$ cat src/rtl/cpu_segment_decode_scratchpad_defines.svh
// Assertion macros shared by the segment decode and scratchpad RTL.
// Every macro expects a clock named clk and an active-low reset named rst_n in scope.
`ifndef CPU_SEGMENT_DECODE_SCRATCHPAD_DEFINES_SVH
`define CPU_SEGMENT_DECODE_SCRATCHPAD_DEFINES_SVH

// Same-cycle implication, checked outside reset
`define CSDS_ASSERT_NOW(label, ante, cons) \
  label: assert property (@(posedge clk) disable iff (!rst_n) (ante) |-> (cons)) \
    else $error("csds same-cycle check failed");

// Next-cycle implication, checked outside reset
`define CSDS_ASSERT_NEXT(label, ante, cons) \
  label: assert property (@(posedge clk) disable iff (!rst_n) (ante) |=> (cons)) \
    else $error("csds next-cycle check failed");

`endif

$ cat src/rtl/csds_pkg.sv
// Shared types, codes and constants for the segment decode and scratchpad block.
// No dependencies; used by csds_decode and the top level.
package csds_pkg;

  localparam int          PHYS_W            = 29;
  localparam int          SCRATCH_BYTES_DEF = 1024;
  localparam logic [31:0] CACHE_CTRL_ADDR   = 32'hFFFE0130;
  localparam logic [28:0] BASE_RESET        = 29'h1F800000;

  // Configuration register index (byte address bit 2)
  localparam logic REG_SCRATCH_BASE = 1'b0;

  // Access kind and size codes
  localparam logic       KIND_STORE = 1'b1;
  localparam logic [1:0] SZ_BYTE    = 2'd0;
  localparam logic [1:0] SZ_HALF    = 2'd1;

  // Segment codes (virtual address bits 31:29)
  localparam logic [2:0] SEG_USER     = 3'd0;
  localparam logic [2:0] SEG_CACHED   = 3'd4;
  localparam logic [2:0] SEG_UNCACHED = 3'd5;

  // Route codes
  localparam logic [2:0] ROUTE_SCRATCH  = 3'd0;
  localparam logic [2:0] ROUTE_BUS      = 3'd1;
  localparam logic [2:0] ROUTE_CCTRL    = 3'd2;
  localparam logic [2:0] ROUTE_DROP     = 3'd3;
  localparam logic [2:0] ROUTE_BUSERR   = 3'd4;
  localparam logic [2:0] ROUTE_LOAD_AE  = 3'd5;
  localparam logic [2:0] ROUTE_STORE_AE = 3'd6;

  typedef struct packed {
    logic        kind;
    logic [1:0]  access_size;
    logic [31:0] virt_address;
    logic [31:0] write_data;
    logic        isolate_cache;
  } in_item_t;

  typedef struct packed {
    logic [2:0]        route;
    logic [PHYS_W-1:0] phys_address;
    logic [31:0]       read_data;
    logic [31:0]       bus_data;
    logic [31:0]       fault_address;
  } out_item_t;

  // Write-back controls from the decode to the state holders
  typedef struct packed {
    logic        mem_we;
    logic [31:0] mem_wdata;
    logic        cctrl_we;
    logic [31:0] cctrl_wdata;
  } wr_ctl_t;

endpackage

$ cat src/rtl/csds_decode.sv
// Alignment check, segment decode and scratchpad lane merge for one access.
// Depends on csds_pkg.
module csds_decode #(
  parameter int SCRATCH_BYTES = csds_pkg::SCRATCH_BYTES_DEF
) (
  input  csds_pkg::in_item_t           item,
  input  logic [csds_pkg::PHYS_W-1:0]  base,
  input  logic [31:0]                  ram_word,
  input  logic [31:0]                  cctrl,
  output csds_pkg::out_item_t          res,
  output csds_pkg::wr_ctl_t            wr
);

  localparam int OB = $clog2(SCRATCH_BYTES);

  logic [31:0]                 va;
  logic [31:0]                 msk;
  logic [31:0]                 data;
  logic [31:0]                 rd_lane;
  logic [31:0]                 merged;
  logic [2:0]                  seg;
  logic [csds_pkg::PHYS_W-1:0] phys;
  logic                        store;
  logic                        misalign;
  logic                        in_win;

  assign va    = item.virt_address;
  assign seg   = va[31:29];
  assign phys  = va[csds_pkg::PHYS_W-1:0];
  assign store = (item.kind == csds_pkg::KIND_STORE);
  assign data  = item.write_data & msk;

  // Select the window by the address bits above the scratchpad size
  assign in_win = (phys[csds_pkg::PHYS_W-1:OB] == base[csds_pkg::PHYS_W-1:OB]);

  // Size mask and alignment
  always_comb begin
    case (item.access_size)
      csds_pkg::SZ_BYTE: begin
        msk      = 32'h0000_00FF;
        misalign = 1'b0;
      end
      csds_pkg::SZ_HALF: begin
        msk      = 32'h0000_FFFF;
        misalign = va[0];
      end
      default: begin
        msk      = 32'hFFFF_FFFF;
        misalign = |va[1:0];
      end
    endcase
  end

  // Extract the load lanes and merge the store lanes of the addressed word
  always_comb begin
    rd_lane = ram_word;
    merged  = ram_word;
    case (item.access_size)
      csds_pkg::SZ_BYTE: begin
        case (va[1:0])
          2'd0: begin
            rd_lane      = {24'd0, ram_word[7:0]};
            merged[7:0]  = data[7:0];
          end
          2'd1: begin
            rd_lane      = {24'd0, ram_word[15:8]};
            merged[15:8] = data[7:0];
          end
          2'd2: begin
            rd_lane       = {24'd0, ram_word[23:16]};
            merged[23:16] = data[7:0];
          end
          default: begin
            rd_lane       = {24'd0, ram_word[31:24]};
            merged[31:24] = data[7:0];
          end
        endcase
      end
      csds_pkg::SZ_HALF: begin
        if (va[1]) begin
          rd_lane       = {16'd0, ram_word[31:16]};
          merged[31:16] = data[15:0];
        end else begin
          rd_lane       = {16'd0, ram_word[15:0]};
          merged[15:0]  = data[15:0];
        end
      end
      default: begin
        rd_lane = ram_word;
        merged  = data;
      end
    endcase
  end

  // Route the access
  always_comb begin
    res.route         = csds_pkg::ROUTE_BUSERR;
    res.phys_address  = phys;
    res.read_data     = '0;
    res.bus_data      = '0;
    res.fault_address = '0;
    wr.mem_we         = 1'b0;
    wr.mem_wdata      = merged;
    wr.cctrl_we       = 1'b0;
    wr.cctrl_wdata    = data;
    if (misalign) begin
      res.route         = store ? csds_pkg::ROUTE_STORE_AE : csds_pkg::ROUTE_LOAD_AE;
      res.fault_address = va;
    end else if (seg inside {csds_pkg::SEG_USER, csds_pkg::SEG_CACHED}) begin
      if (store && item.isolate_cache) begin
        res.route = csds_pkg::ROUTE_DROP;
      end else if (in_win) begin
        res.route = csds_pkg::ROUTE_SCRATCH;
        if (store) begin
          wr.mem_we = 1'b1;
        end else begin
          res.read_data = rd_lane;
        end
      end else begin
        res.route = csds_pkg::ROUTE_BUS;
        if (store) begin
          res.bus_data = data;
        end
      end
    end else if (seg == csds_pkg::SEG_UNCACHED) begin
      res.route = csds_pkg::ROUTE_BUS;
      if (store) begin
        res.bus_data = data;
      end
    end else if (va == csds_pkg::CACHE_CTRL_ADDR) begin
      res.route = csds_pkg::ROUTE_CCTRL;
      if (store) begin
        wr.cctrl_we = 1'b1;
      end else begin
        res.read_data = cctrl & msk;
      end
    end
  end

endmodule

$ cat config.mk
export PLATFORM = sky130hd
export DESIGN_NAME = csds_decode
export DESIGN_NICKNAME = d
export VERILOG_FILES = /design/src/rtl/cpu_segment_decode_scratchpad_defines.svh /design/src/rtl/csds_pkg.sv /design/src/rtl/csds_decode.sv
export SDC_FILE = /design/constraint.sdc
export NUM_CORES = 1
export LEC_CHECK = 0
export BUFFER_PORTS_ARGS = -buffer_cell sky130_fd_sc_hd__buf_2
export CELL_PAD_IN_SITES_DETAIL_PLACEMENT = 1
export CELL_PAD_IN_SITES_GLOBAL_PLACEMENT = 2
export CORE_UTILIZATION = 15
export DETAILED_ROUTE_END_ITERATION = 8
export PLACE_DENSITY = 0.89
export SLEW_MARGIN = 20
export SYNTH_ARGS = -nofsm -noshare
export SYNTH_HDL_FRONTEND = slang
export SYNTH_SLANG_ARGS = --single-unit
export TNS_END_PERCENT = 20
$ cat constraint.sdc
create_clock -name vclk -period 3.6
set_clock_uncertainty 0.2 [all_clocks]
set_input_delay 0.54 -clock vclk [all_inputs]
set_output_delay 0.54 -clock vclk [all_outputs]
set_load 0.1 [all_outputs]
==> results of run 1 <==
## metal layers
metal / part of all wire / vias to the layer above / track usage
li1: - / 2337 / -
met1: 0.36 / 2458 / 0.227
met2: 0.56 / 264 / 0.440
met3: 0.061 / 21 / 0.0349
met4: 0.022 / 0 / 0.0432
met5: 0 / - / 0
## final cells by class
| cell class | count | share of cell area |
|---|---|---|
| timing repair buffer | 379 | 0.553 |
| inverter | 60 | 0.0300 |
| multi-input combinational | 371 | 0.372 |
| tap | 270 | 0.0450 |
## Yosys cell counts (7+ instances only)
cell	n	area [sq um]
nand2_1	69	259
nor2_1	63	236
inv_1	59	221
buf_4	37	278
o22ai_1	32	200
and2_1	31	194
clkbuf_1	30	113
a21oi_1	27	135
mux2i_1	24	240
xnor2_1	19	166
o21ai_0	18	90.1
o221ai_1	16	140
a22oi_1	9	67.6
nor2b_1	9	56.3
a222oi_1	8	80.1
nand4_1	8	50.1
mux4_2	7	158
## power by group
group | internal [mW] | total (mW) | switching [mW]
registers | 0 | 0 | 0
clock network | 0 | 0 | 0
logic | 0.489 | 1.65 | 1.16
## repair_timing
| item | 4_1_cts | 5_1_grt |
|---|---|---|
| gates cloned | 2 | 0 |
| pin swaps | 1 | 0 |
| setup endpoints to repair | 32 | 38 |
| gates resized for setup | 5 | 6 |
| hold buffers | 0 | 0 |
## cells by family (layout without fill, tap and decap cells)
family	after synthesis	in the layout	synth area share
compound gates	123	123	0.282
xor+xnor	19	19	0.0541
simple gates	197	197	0.300
buf+inv	138	439	0.226
mux	32	32	0.138
## cells in the final DEF, fill, tap and decap left out, types with 8 or more instances in the layout
cell and instances:
o32ai_4 8, a21oi_1 27, mux2i_1 24, nor2b_1 9, nor2_1 62, buf_2 203, nand4_1 8, buf_4 30
o22ai_4 17, a22oi_1 9, o22ai_1 8, a222oi_1 8, o221ai_1 16, and2_1 31, inv_1 59, xnor2_1 19
buf_12 141, o21ai_0 17, nand2_1 69
## how the worst min path moves through the flow
stage	start	end	slack, ns	cells after the start
after floorplan	item[0]	wr[65]	0.99	1
after global placement	item[38]	res[101]	1.28	2
after detailed placement	item[38]	res[101]	1.28	2
after CTS	item[38]	res[101]	1.28	2
after global routing	item[38]	res[101]	1.28	2
final	item[38]	res[101]	1.28	2
## stage by stage
step / setup WS [ns] / instance area [sq um] / hold slack [ns] / instances
2_1_floorplan: -0.402 / 3470 / 0.995 / 509
5_1_grt: -0.0980 / 7510 / 1.28 / 1080
6_report: -0.0314 / 7510 / 1.28 / 1080
4_1_cts: -0.0995 / 7490 / 1.28 / 1080
3_5_place_dp: -0.175 / 7400 / 1.28 / 1078
3_3_place_gp: -0.159 / 7400 / 1.28 / 1078
==> results.md, run 1 <==
- Clk_buf instances: 0
- Crit. End Element: primary output
- Crit path buf inv count: 3
- Most common cell on crit path: buf_12
- Warnings, synthesis: 0
- Vias per inst: 4.70
- Startpoint Class: primary input
- Final Power: 1.65 mW
- Synth cell types: 39
- Largest net degree at the start of global routing: 42
- Total power per unit cell area: 220 mW/mm^2
- VDD IR max: 0.109 mV
- Boundary Pins: 355
- Worst EP arrival: 2.89 ns
- Max Freq: 0.275 GHz
- Average wire per standard cell: 21.8 microns
- NumNets Final: 973
- Number of port buffers: 345
- RSZ-0062 raised after global routing: true
- Starting density of the core: 0.152
- Slew margin rel.: 0.509
- DR DRC count: 0
- Total grt overflow: 0
- Max-Cap Viols: 0
- Critical Path Sink: res[79]
- Share of layout cells above drive strength 1: 0.527
- Syn Nets: 670
- Die Wd: 145 microns
- Antenna diodes: 0
- Failing checks: setup timing
- Fin. Hold Viols: 0
- Worst slew pin tran: 0.737 ns
- Largest delay contributor family on the critical path: simple AND/OR/NAND/NOR gates
- Register area share after synthesis: 0
- DRT iter0 DRCs: 189
- Final worst slack: -0.0314 ns
- Worst EP required: 2.86 ns
- Gpl congestion: 0.877
- Post-CTS Setup Bufs: 0
- Routed WL: 23600 microns
- Pre-antenna DRT Iters: 4
- DP HPWL: 19700 microns
- Die height: 145 microns
- Leakage dissipation: 3.49 nW
- Number of routed nets with antenna violations: 0
- Final clock period utilization by the worst path: 1.01
- CP Max Fanout: 7
- Vias in the first global route: 5375
- Final min period: 3.63 ns
- Rows: 52
- Final Max Tran Viols: 0
- Die area: 0.0211 sq mm
- Slowest stage cell, crit path: or4_4
- CP Class: in2out
- Total GRT Usage: 0.216
- Area occupied by multi-input gates: 0.00280 sq mm
- First-pass GRT wire length: 34700 microns
- Core footprint: 0.0202 sq mm
- Run status: finished, violations left
- Hold crit path type: in2out
- Final setup vio count: 1
- Via Count: 5080
- Synth Instances: 509
- Reg area: 0 sq um
- FFs & Latches: 0
- WP depth: 8
- Synthesized area: 0.00308 sq mm
- CP peak stage delay: 0.53 ns
- Area added between synthesis and finish: 144%
- Post-layout util: 0.373
- Setup TNS: -0.0314 ns
- Synth Area per Inst: 6.04 sq um
- Initial antenna violation count: 0
- Crit path cell chain: buf_6 -> nand4_1 -> or4_1 -> or4_4 -> or3_4 -> buf_12 -> o32ai_4 -> buf_12
- Crit. Startpoint: item[51]
- Number of fill cells: 2373
No activity file was read; power rests on OpenSTA's default activity.
==> inputs of run 2 (changes only) <==
--- a/config.mk
+++ b/config.mk
@@ -5,12 +5,13 @@
 export SDC_FILE = /design/constraint.sdc
 export NUM_CORES = 1
 export LEC_CHECK = 0
-export BUFFER_PORTS_ARGS = -buffer_cell sky130_fd_sc_hd__buf_2
-export CELL_PAD_IN_SITES_DETAIL_PLACEMENT = 1
-export CELL_PAD_IN_SITES_GLOBAL_PLACEMENT = 2
-export CORE_UTILIZATION = 15
+export BUFFER_PORTS_ARGS = -buffer_cell sky130_fd_sc_hd__buf_4
+export CELL_PAD_IN_SITES_DETAIL_PLACEMENT = 0
+export CELL_PAD_IN_SITES_GLOBAL_PLACEMENT = 1
+export CORE_AREA = 2 2 140 142
 export DETAILED_ROUTE_END_ITERATION = 8
-export PLACE_DENSITY = 0.89
+export DIE_AREA = 0 0 142 144
+export PLACE_DENSITY = 0.71
 export SLEW_MARGIN = 20
 export SYNTH_ARGS = -nofsm -noshare
 export SYNTH_HDL_FRONTEND = slang
==> constraint.sdc (replaced) <==
create_clock -name vclk -period 3.6
set_clock_uncertainty 0.2 [all_clocks]
set_input_delay 0 -clock vclk [all_inputs]
set_output_delay 0 -clock vclk [all_outputs]
set_load 0.1 [all_outputs]
==> results.md, run 2 (synthesis results as in run 1) <==
- Gpl congestion: 0.802 (-8.6%)
- Number of port buffers: 345 (unchanged)
- Most frequent cells in the layout: buf_4 (349), nand2_1 (69), nor2_1 (61), inv_1 (59), o22ai_1 (32)
- Design Area, Final: 0.00553 sq mm (-26%)
- Final Max Tran Viols: 0 (unchanged)
- PostCTS Resize Cnt: 0 (-5)
- Crit path buf inv count: 3 (unchanged)
- Startpoint Class: primary input
- Slowest stage cell, crit path: or4_1
- FFs & Latches: 0 (unchanged)
- Sw Pwr: 1.07 mW (-7.8%)
- Total power per unit cell area: 257 mW/mm^2 (+17%)
- Reg area: 0 sq um (unchanged)
- Starting density of the core: 0.161 (+0.00871)
- CP Max Fanout: 32 (+25)
- Final clock period utilization by the worst path: 0.761 (-0.247)
- Vias per inst: 4.50 (-4.2%)
- VDD IR max: 0.110 mV (+1.2%)
- Average wire per standard cell: 18.5 microns (-15%)
- Worst EP arrival: 2.54 ns (-0.35 ns)
- Worst EP required: 3.40 ns (+0.54 ns)
- DRT iter0 DRCs: 180 (-4.8%)
- Max-Cap Viols: 0 (unchanged)
- DR DRC count: 0 (unchanged)
- Crit path cell chain: buf_4 -> or4_1 -> or4_4 -> or3_1 -> buf_4 -> o32ai_1 -> buf_4
- Largest net degree at the start of global routing: 74 (+76%)
- CP Class: in2out
- Area added between synthesis and finish: 79.8%
- Initial antenna violation count: 0 (unchanged)
- CP peak stage delay: 0.55 ns (+0.02 ns)
- Int Pwr: 0.349 mW (-29%)
- Core footprint: 0.0191 sq mm (-5.4%)
- Number of routed nets with antenna violations: 0 (unchanged)
- Most common cell after layout, fill and taps aside: buf_4
- Seq pwr share: 0 (unchanged)
- Largest delay contributor family on the critical path: simple AND/OR/NAND/NOR gates
- Final Power: 1.42 mW (-14%)
- Clock network fraction of design power: 0 (unchanged)
- Post-CTS Setup Bufs: 0 (unchanged)
- Final std cells w/o fill: 1018 (-5.7%)
- Cts hold-fix bufs: 0 (unchanged)
- First-pass GRT wire length: 26300 microns (-24%)
- Total GRT Usage: 0.164 (-0.0512)
- Die Wd: 142 microns (-2.2%)
- Max Freq: 0.365 GHz (+33%)
- Boundary Pins: 355 (unchanged)
- Most common cell on crit path: buf_4
- Area after DPL: 0.00553 sq mm (-25%)
- Total grt overflow: 0 (unchanged)
- Die area: 0.0204 sq mm (-3.0%)
- Rows: 51 (-1.9%)
- Pre-antenna DRT Iters: 5 (+1)
- Vias in the first global route: 4218 (-22%)
- Via Count: 4586 (-9.7%)
- Share of layout cells above drive strength 1: 0.474 (-0.0528)
- NumNets Final: 943 (-3.1%)
- Sw Share: 0.754 (+0.0504)
- Pre-CTS setup slack: 0.838 ns (+1.01 ns)
- Final worst slack: 0.860 ns (+0.891 ns)
- Hold crit path type: in2out
- Final min period: 2.74 ns (-0.891 ns)
- Number of fill cells: 2119 (-11%)
- Clk_buf instances: 0 (unchanged)
- DP HPWL: 15200 microns (-23%)
- Crit. End Element: primary output
- RSZ-0062 raised after global routing: false
- Run status: finished clean
- Fin. Hold Viols: 0 (unchanged)
- Final hold slack: 0.138 ns (-1.14 ns)
- Slew margin rel.: 0.338 (-0.171)
- Antenna diodes: 0 (unchanged)
- Comb pwr share: 1.000 (about the same)
- Leakage dissipation: 2.97 nW (-15%)
- Final setup vio count: 0 (-1)
- Die height: 144 microns (-0.82%)
- Worst slew pin tran: 0.989 ns (+0.252 ns)
- Routed WL: 18800 microns (-20%)
- Post-placement cell count: 1018 (-5.6%)
## run 2: changes by cell type in the layout (fill, tap and decap cells not counted), moves of 7 or more
| cell | previous run | this run |
|---|---|---|
| buf_4 | 30 | 349 |
| buf_2 | 203 | 0 |
| buf_12 | 141 | 0 |
| o22ai_1 | 8 | 32 |
| o22ai_4 | 17 | 0 |
| o32ai_4 | 8 | 0 |
| o22ai_2 | 7 | 0 |
## run 2: worst paths after layout
| kind | startpoint | to | slack [ns] | cells past startpoint |
|---|---|---|---|---|
| min | item[38] | res[101] | 0.14 | 2 |
| max | item[33] | res[72] | 0.86 | 7 |
## run 2: power by group through the flow
stage	logic [mW]	registers [mW]	clock network [mW]
after floorplan	1.04	0	0
after detailed placement	1.42	0	0
after global routing	1.48	0	0
final	1.42	0	0
after global placement	1.42	0	0
after CTS	1.43	0	0
## run 2: routing by layer
metal  vias up  GRT usage  wire [microns]
met4         0    0.00737              68
met5         -          0               0
met2       215      0.277            8840
met1      2101      0.240            8760
met3         4     0.0146            1140
li1       2266          -               -
## run 2: cell type report
type | count | area [sq um] | area share
Timing Repair Buffer | 349 | 2620 | 0.474
Multi-Input combinational cell | 371 | 2390 | 0.432
Tap cell | 238 | 298 | 0.0539
Inverter | 60 | 225 | 0.0407
## run 2: per-stage QoR
step	TNS (ns)	util
2_1_floorplan	-1.10	-
3_3_place_gp	0	0.290
3_5_place_dp	0	0.290
4_1_cts	0	0.290
5_1_grt	0	0.290
6_report	0	0.290
==> inputs of run 3 (changes only) <==
==> constraint.sdc (replaced) <==
create_clock -name vclk -period 2.55
set_clock_uncertainty 0.2 [all_clocks]
set_input_delay 0 -clock vclk [all_inputs]
set_output_delay 0 -clock vclk [all_outputs]
set_load 0.1 [all_outputs]
==> results.md, run 3 (synthesis results as in run 1) <==
- Run status: finished clean
- Final worst slack: 0.0640 ns (-0.795 ns)
- Total power per unit cell area: 320 mW/mm^2 (+25%)
- Worst EP arrival: 2.29 ns (-0.25 ns)
- Average wire per standard cell: 19.4 microns (+4.8%)
- Startpoint Class: primary input
- Post-CTS Setup Bufs: 0 (unchanged)
- Post-placement cell count: 1049 (+3.0%)
- CP Max Fanout: 16 (-50%)
- Number of routed nets with antenna violations: 0 (unchanged)
- Final hold slack: 0.139 ns (+0.000367 ns)
- Die height: 144 microns (unchanged)
- Starting density of the core: 0.161 (unchanged)
- Total grt overflow: 0 (unchanged)
- Setup TNS: 0 ns (unchanged)
- Reg area: 0 sq um (unchanged)
- CP Class: in2out
- Initial antenna violation count: 0 (unchanged)
- Vias per inst: 4.60 (+2.2%)
- DR DRC count: 0 (unchanged)
- Crit. End Element: primary output
- NumNets Final: 975 (+3.4%)
- Max-Cap Viols: 0 (unchanged)
- Final std cells w/o fill: 1050 (+3.1%)
- VDD IR max: 0.193 mV (+75%)
- Worst EP required: 2.35 ns (-1.05 ns)
- Gpl congestion: 0.862 (+7.5%)
- Pre-antenna DRT Iters: 7 (+2)
- Boundary Pins: 355 (unchanged)
- Core footprint: 0.0191 sq mm (unchanged)
- Rows: 51 (unchanged)
- Antenna diodes: 0 (unchanged)
- Final Max Tran Viols: 0 (unchanged)
- First-pass GRT wire length: 28200 microns (+7.3%)
- Area added between synthesis and finish: 112%
- Final min period: 2.49 ns
- Via Count: 4832 (+5.4%)
- Largest net degree at the start of global routing: 58 (-22%)
- DRT iter0 DRCs: 200 (+11%)
- CP peak stage delay: 0.65 ns (+0.10 ns)
- Pre-CTS setup slack: -0.218 ns (-1.06 ns)
- Fin. Hold Viols: 0 (unchanged)
- Final setup vio count: 0 (unchanged)
- Clk_buf instances: 0 (unchanged)
- Most frequent cells in the layout: buf_4 (353), nand2_1 (69), nor2_1 (62), inv_1 (59), and2_1 (31)
- Routed WL: 20300 microns (+8.1%)
- Final Power: 2.08 mW (+47%)
- Worst slew pin tran: 0.780 ns (-0.209 ns)
- Die Wd: 142 microns (unchanged)
- Most common cell after layout, fill and taps aside: buf_4
- Crit path cell chain: buf_4 -> or4b_2 -> or4_4 -> or3_4 -> buf_12 -> o32ai_4 -> buf_8
- FFs & Latches: 0 (unchanged)
- Total GRT Usage: 0.179 (+0.0149)
- Hold crit path type: in2out
- Leakage dissipation: 3.25 nW (+9.4%)
- DP HPWL: 16300 microns (+7.5%)
- Slew margin rel.: 0.480 (+0.142)
- Final clock period utilization by the worst path: 0.975
- Cts hold-fix bufs: 0 (unchanged)
- Die area: 0.0204 sq mm (unchanged)
- Max Freq: 0.402 GHz
- Slowest stage cell, crit path: or4b_2
- Vias in the first global route: 4585 (+8.7%)
- Share of layout cells above drive strength 1: 0.531 (+0.0564)
- Number of port buffers: 345 (unchanged)
[run 3: cell count changes in the layout (fill, tap and decap cells not counted), sizes merged]
| cell | before | now |
|---|---|---|
| buf | 349 | 381 |
[run 3: metal layers]
layer,share of wire,track usage,wire [microns]
met4,0.016,0.0253,319
met2,0.49,0.318,10100
met5,0,0,0
met1,0.42,0.235,8610
met3,0.066,0.0275,1340
[run 3: worst max-delay path, delay by kind of cell]
family,cells,cell delay (ns)
compound gates,1,0.24
buf+inv,3,0.54
simple gates,3,1.49
[run 3: path summary, 6_finish.rpt]
path                  cells after the start  slack, ns        to     start
worst max-delay path                      7       0.06   res[72]  item[49]
worst min-delay path                      2       0.14  res[101]  item[38]
[run 3: area by class of cell]
| type | count | area, sq um |
|---|---|---|
| fillers | 2050 | 12600 |
| repair buffers | 381 | 3180 |
| multi-input cells | 371 | 2800 |
| well taps | 238 | 298 |
| inverters | 60 | 225 |
[run 3: power by group]
group          internal, mW  switching (mW)  leakage [nW]
sequential                0               0             0
clock                     0               0             0
combinational         0.528            1.55          3.25
total                 0.528            1.55          3.25
[run 3: stage by stage]
step / cell area [sq um] / util
CTS: 6470 / 0.339
detailed placement: 6120 / 0.321
global route: 6510 / 0.341
finish: 6510 / 0.341
floorplan: 3410 / -
global placement: 6120 / 0.321
[run 3: what timing repair did]
item,4_1_cts,5_1_grt
resized for setup,74,7
endpoints found under the setup margin,32,10
cloned,1,0
endpoints found under the hold margin,0,0
